## config.mk

```make
export PLATFORM = sky130hd
export DESIGN_NAME = sbl_isqrt
export DESIGN_NICKNAME = d
export VERILOG_FILES = /design/src/rtl/assert_macros.svh /design/src/rtl/sbl_isqrt.sv
export SDC_FILE = /design/constraint.sdc
export NUM_CORES = 1
export LEC_CHECK = 0
export BUFFER_PORTS_ARGS = -buffer_cell sky130_fd_sc_hd__buf_2
export CORE_MARGIN = 1.5
export CORE_UTILIZATION = 45
export CTS_BUF_LIST = sky130_fd_sc_hd__clkbuf_4
export CTS_CLUSTER_DIAMETER = 200
export DETAILED_ROUTE_END_ITERATION = 8
export PLACE_DENSITY = 0.65
export SLEW_MARGIN = 30
export SYNTH_ARGS = -nofsm -noshare
export SYNTH_HDL_FRONTEND = slang
export SYNTH_SLANG_ARGS = --single-unit
```

## constraint.sdc

```tcl
create_clock -name clk -period 7.15 [get_ports clk]
set_input_delay 1.0725 -clock clk [delete_from_list [all_inputs] [get_ports clk]]
set_output_delay 1.0725 -clock clk [all_outputs]
set_load 0.005 [all_outputs]
```

## src/rtl/assert_macros.svh

```systemverilog
// assertion macros shared by the files that check their own logic
`ifndef ASSERT_MACROS_SVH
`define ASSERT_MACROS_SVH

// same-cycle implication, checked on every rising edge outside reset
`define SBL_ASSERT_NOW(lbl, ante, cons, msg) \
  lbl: assert property (@(posedge clk) disable iff (rst) (ante) |-> (cons)) \
    else $error(msg);

// next-cycle implication, checked on every rising edge outside reset
`define SBL_ASSERT_NEXT(lbl, ante, cons, msg) \
  lbl: assert property (@(posedge clk) disable iff (rst) (ante) |=> (cons)) \
    else $error(msg);

`endif

```

## src/rtl/sbl_isqrt.sv

```systemverilog
// iterative floor square root, one result bit per cycle
`timescale 1ns / 1ps
module sbl_isqrt #(
  parameter int RW = 19
) (
  input  logic            clk,
  input  logic            rst,
  input  logic            start,
  input  logic [2*RW-1:0] radicand,
  output logic            busy,
  output logic            done,
  output logic [RW-1:0]   root
);

  localparam int CNTW = $clog2(RW + 1);

  logic [2*RW-1:0] rad;
  logic [RW+1:0]   rem;
  logic [CNTW-1:0] cnt;
  logic [RW+1:0]   rem_sh;
  logic [RW+1:0]   trial;

  // bring down the next two radicand bits and try a one in the next root bit
  assign rem_sh = {rem[RW-1:0], rad[2*RW-1 -: 2]};
  assign trial  = {root, 2'b01};

  always_ff @(posedge clk) begin
    if (rst) begin
      busy <= 1'b0;
      done <= 1'b0;
    end else begin
      done <= busy && (cnt == CNTW'(1));
      if (start) begin
        busy <= 1'b1;
      end else if (busy && (cnt == CNTW'(1))) begin
        busy <= 1'b0;
      end
    end
  end

  always_ff @(posedge clk) begin
    if (start) begin
      rad  <= radicand;
      rem  <= '0;
      root <= '0;
      cnt  <= CNTW'(RW);
    end else if (busy) begin
      rad <= {rad[2*RW-3:0], 2'b00};
      cnt <= cnt - 1'b1;
      if (rem_sh >= trial) begin
        rem  <= rem_sh - trial;
        root <= {root[RW-2:0], 1'b1};
      end else begin
        rem  <= rem_sh;
        root <= {root[RW-2:0], 1'b0};
      end
    end
  end

endmodule
```

==> metrics, run 1 <==
run status=complete, no violations; CTS Root Cell=clkbuf_4; # port buffers=61; Clock Skew=between 0.02 and 0.025 ns; area of the core=0.009284 mm^2; Area growth syn-to-layout=12.79%; Reg area=0.002046 mm^2; worst hold path class=register to register; FF-to-FF Start=root[12]; layout cells sized above 1=26.58%; Starting Density=46.68%; Hold WS=0.4936 ns; prevailing post-synth register cell=dfxtp_1; non-filler cells, final=588; Core Util, Final=52.65%; Final HPWL DP=around 6100 um; GR Util met3=5.314%; vias=3,069; Mapped Area=between 0.004 and 0.005 mm^2; Max-cap violations=0; PwrDens=347.8 mW/mm^2; worst path required time=7.46 ns; setup bufs post-CTS=0; Async SR Flop Fraction=0%; # diodes=0; Die X=just over 100 um; sequential area share after synthesis=between 40% and 50%; H-tree depth=3; Hold EP=rem[0]; dpl ws=3.892 ns; crit path capture type=register; # IOs=62; # setup viols final=0; global-route met2 utilization=between 20% and 30%; CP Buf/Inv Count=2; Total GRT Usage=18.02%; Clock Tree Buf Depth=2; critical path start-end classification=register to register; synth unique cells=54; post-synth top area share=26.33%; fin crit share=45.82%; Net Count, Synth=461; Critical Path AT=3.59 ns; Sink Count=83; syn_area_per_cell=10.92 um^2; initial antenna violation count=0; Crit path depth=10; Ys Warns=0; Slew Viols, Final=0; WHS Path Cells=2; total negative slack=0 ns; number of synthesized flops with an enable pin=38; Final GP Congestion=0.9004; CP top delay family=compound AO/OA/AOI/OAI gates; setup slack, reg-to-reg=3.87 ns; Synth Register Bits=83; FMAX=305.2 MHz; largest net degree at the start of global routing=71; Rel. slew slack=38.45%; largest fanout on the critical path=15; Layout Nets=518; Row Count=35; Worst VDD drop=~0.17 mV; CTS tree=yes; Pre-antenna DRT Iters=4; min-delay src=rem[0]; CP startpoint kind=register; area of the multi-input gates=0.002127 mm^2; final routed DRC violation total=0; crit-path cells=inv_1, ha_1, a21o_1, a31o_1, or3_1, o21a_1, a211oi_4, buf_4, mux2i_1, a211oi_1; worst setup margin=3.874 ns; CTS Buf Count=9; fin crit period=3.276 ns; first-pass GRT wire length=14,640 um; CTS-repair resized insts=0; Routed Antenna Nets=0; CTS clock-pin slew for the worst setup and hold paths=0.16 ns; met1 global-route usage=a little under a quarter; Fin. Hold Viols=0; FF-to-FF path depth=10; Die ar.=0.01023 mm^2; synthesized instance count=397; largest cells by area after synthesis=edfxtp_1 (26%), dfxtp_1 (21%), mux2_2 (9.4%); hold_buf cts=0; CP peak stage delay=0.68 ns; total congestion overflow=0; grt peak-use layer=met2; cell accounting for the most synthesized area=edfxtp_1; worst slew pin tran=between 0.9 and 1 ns; FF-to-FF End=rem[5]; slowest CP cell=a211oi_4; Inst Count DP=572; drt wl/cell=14.93 um; starting DRC count in detailed routing=142; RSZ-0062 raised after global routing=false; Lkg Pwr=0.001961 uW; routed vias/inst=about 5.2; fillcell total=859; Die Ht=101.1 um; Clk Latency, worst-skew pair=0.44 ns; final WL=8779 um; vias in the first global route=approximately 3,100
==> cells in the final DEF, fill, tap and decap left out, types with 5 or more instances in the layout <==
cell type   n
edfxtp_1   38
mux2i_1    24
a21oi_1    12
o21ai_1     8
dfxtp_1    44
xnor2_1    13
a211oi_1    8
nand2b_1    6
ha_1       23
mux2_2     36
a32oi_1     8
nand2_1    15
nand3_1     7
nor2_1     36
o21a_1      5
buf_2      61
clkbuf_4    9
a21o_1      5
o21ai_0     6
inv_1      24
xor2_1      7
==> metrics by stage <==
stage / power [uW] / instance area [um^2]
after floorplan: 1276 / 4334
after global placement: 1419 / 4750
after detailed placement: 1431 / 4750
after CTS: 1709 / 4886
after global routing: 1830 / 4888
final: 1700 / 4888
==> flip-flops by register name, indices dropped and copies added (netlist names) <==
signal  count
done        1
rem        19
rad        38
root       19
busy        1
cnt         5
==> cells in the mapped netlist, types with 2 or more instances <==
master    instances
a21o_1            5
nor2b_1           3
o21a_1            5
mux2i_1          24
a211o_1           2
nand3_1           7
a31oi_1           2
o21ai_1           8
and2_1            4
a211oi_1          8
or3_1             3
and4_1            4
or2_1             2
edfxtp_1         38
a21oi_1          12
or2_2             2
o31ai_1           4
ha_1             23
clkbuf_1          8
o21ai_0           6
mux2_2           36
a32oi_1           8
dfxtp_1          45
o311ai_1          2
xor2_1            7
buf_1             7
xnor2_1          13
a311oi_1          2
and3_1            3
nand2b_1          6
buf_4             2
nand2_1          15
inv_1            24
nor2_1           36
a21boi_0          2
==> routing by layer <==
layer	share of wire, %	wire, um
met3	6.1	534
met5	0	0
met1	46	4032
met2	46	4048
met4	1.9	164
==> worst reg2reg max path, stage by stage, from the launching register on <==
cell	delay [ns]
dfxtp_1	0.40
inv_1	0.06
ha_1	0.35
a21o_1	0.19
a31o_1	0.23
or3_1	0.36
o21a_1	0.23
a211oi_4	0.68
buf_4	0.35
mux2i_1	0.22
a211oi_1	0.09
==> how the worst max path moves through the flow <==
stage,startpoint,to
finish,root[12],rem[5]
global route,root[14],rem[2]
CTS,root[12],rem[2]
detailed placement,root[12],rem[5]
global placement,root[12],rem[5]
floorplan,start,rad[0]
==> where the power goes <==
group / internal (uW) / switching, uW / total [uW]
clock network: 80.4 / 190 / 270
logic: 376 / 452 / 827
registers: 558 / 44.0 / 602
==> cell families (layout without fill, tap and decap cells) <==
kind of cell             count (synthesis)  count (layout)  synth area share [%]
AND/OR/NAND/NOR                         91              91                 10.54
AO/OA/AOI/OAI                           78              78                 12.79
multiplexers                            60              60                 14.90
XOR/XNOR                                20              20                 4.042
buffers and inverters                   42             104                 3.984
flip-flops                              83              83                 47.11
adder cells (fa/ha/maj)                 23              23                 6.640
==> cell type report <==
type                       count  share of cell area, %
multi-input combinational    272                  43.51
inverter                      24                  1.843
clock buffer                   9                  1.382
clock inverter                 7                  1.408
timing repair buffer          64                  6.706
tap                          129                  3.302
sequential                    83                  41.85
(Power assumes the default switching activity.)
==> run 2: changes to the inputs <==
--- a/config.mk
+++ b/config.mk
@@ -11,7 +11,7 @@
 export CTS_BUF_LIST = sky130_fd_sc_hd__clkbuf_4
 export CTS_CLUSTER_DIAMETER = 200
 export DETAILED_ROUTE_END_ITERATION = 8
-export PLACE_DENSITY = 0.65
+export PLACE_DENSITY = 0.68
 export SLEW_MARGIN = 30
 export SYNTH_ARGS = -nofsm -noshare
 export SYNTH_HDL_FRONTEND = slang
==> constraint.sdc (replaced) <==
create_clock -name clk -period 2.75 [get_ports clk]
set_input_delay 0.4125 -clock clk [delete_from_list [all_inputs] [get_ports clk]]
set_output_delay 0.4125 -clock clk [all_outputs]
set_load 0.005 [all_outputs]
==> run 2 against run 1 <==
Sequential cell count is the same. Via count is 4.3% higher. Maximum frequency increased by 25%. Sequential share of layout area decreased by 1.1 points. Critical path type unchanged. Largest cell class unchanged. Highest routed layer unchanged.
==> metrics, run 2 (same netlist as run 1, synthesis figures left out) <==
# IOs=62; initial antenna violation count=0; crit path capture type=register; Slew Viols, Final=0; Regs by FF count=rad x38, rem x19, root x19; Total GRT Usage=18.59%; largest net degree at the start of global routing=73; vias=3,201; CTS Buf Count=9; hold_buf cts=0; Layout Nets=527; final WL=~9000 um; # setup viols final=0; Worst VDD drop=around 0.5 mV; fillcell total=843; run status=complete, no violations; total congestion overflow=0; CP startpoint kind=register; CP peak stage delay=0.37 ns; Fin. Hold Viols=0; Final HPWL DP=6319 um; Clk Latency, worst-skew pair=~0.44 ns; Lkg Pwr=0.002029 uW; Rel. slew slack=61.86%; Starting Density=46.68%; # port buffers=61; Area growth syn-to-layout=15.91%; Routed Antenna Nets=0; commonest non-fill, non-tap cell in the layout=buf_2; drt wl/cell=around 15 um; Largest register FFs=38; Critical Path AT=between 2 and 3 ns; Die ar.=~0.010 mm^2; CP top delay family=compound AO/OA/AOI/OAI gates; largest fanout on the critical path=15; worst path required time=3.05 ns; area of the core=0.009284 mm^2; PwrDens=944.1 mW/mm^2; critical path start-end classification=register to register; Reg with most FFs=rad; worst hold path class=input port to register; first-pass GRT wire length=roughly 15,000 um; # diodes=0; most frequent cells in the layout=buf_2 (61), dfxtp_1 (42), edfxtp_1 (38); vias in the first global route=3,122; crit-path cells=inv_1, ha_1, a21o_1, a31o_1, or3_1, o21a_1, a211oi_4, buf_12, mux2i_1, a211oi_1; Clock Skew=roughly 0.012 ns; CTS Root Cell=clkbuf_4; fin crit period=between 2 and 3 ns; non-filler cells, final=597; Max-cap violations=0; layout cells sized above 1=28.63%; CTS tree=yes; Row Count=35; H-tree depth=3; FMAX=382.0 MHz; Pre-antenna DRT Iters=4; Power, Total=roughly 4700 uW; Final GP Congestion=about 0.85; Clock Tree Buf Depth=2; Sink Count=83; starting DRC count in detailed routing=about 160; slowest CP cell=dfxtp_2; routed vias/inst=5.362; final routed DRC violation total=0; CTS clock-pin slew for the worst setup and hold paths=0.13 ns; worst slew pin tran=0.5722 ns; CP Buf/Inv Count=2; fin crit share=about 95%; Die Ht=between 100 and 150 um; Inst Count DP=579; Die X=101.1 um
[run 2: changes by cell type in the layout (fill, tap and decap cells not counted), moves of 2 or more]
cell,before,now
buf_4,3,8
dfxtp_1,44,42
dfxtp_2,0,3
buf_12,0,3
[run 2: layer usage]
metal  GRT usage, %  wire length (um)
met1          22.89              3926
met2          31.39              4392
met3          4.555               448
met4          7.479               190
met5              0                 0
[run 2: per-stage QoR]
stage               setup WS [ns]  hold slack, ns   TNS [ns]  cell area, um^2  utilization [%]
finish                     0.1323          0.1262          0             5024            54.11
global route            -0.004301         0.09934  -0.004301             5024            54.11
CTS                       0.03899          0.1142          0             4982            53.67
detailed placement        0.06243          0.4646          0             4840            52.13
global placement           0.1328          0.4555          0             4840            52.13
floorplan                  0.2006          0.4419          0             4334                -
[run 2: cell type report]
| class | instances | area [um^2] | area share (%) |
|---|---|---|---|
| clock inverters | 7 | 75.07 | 1.494 |
| well taps | 129 | 161.4 | 3.213 |
| repair buffers | 73 | 450.4 | 8.966 |
| flip-flops and latches | 83 | 2046 | 40.72 |
| multi-input cells | 272 | 2133 | 42.47 |
| clock buffers | 9 | 67.56 | 1.345 |
| inverters | 24 | 90.09 | 1.793 |
[run 2: report_power, final]
group | switching [uW] | internal (uW)
clock | 448 | 282
sequential | 106 | 1450
combinational | 1240 | 1210
total | 1800 | 2950
[run 2: what timing repair did]
item,CTS,global route
setup buffers,0,1
endpoints found under the setup margin,0,12
gates resized for setup,0,3
hold endpoints to repair,0,0
[run 2: worst paths after layout]
kind | start | to | slack [ns] | cells after the start
max | root[14] | rem[3] | 0.13 | 10
min | rst | busy | 0.13 | 2
max reg2reg | root[14] | rem[3] | 0.13 | 10
min reg2reg | rem[18] | rem[18] | 0.51 | 2
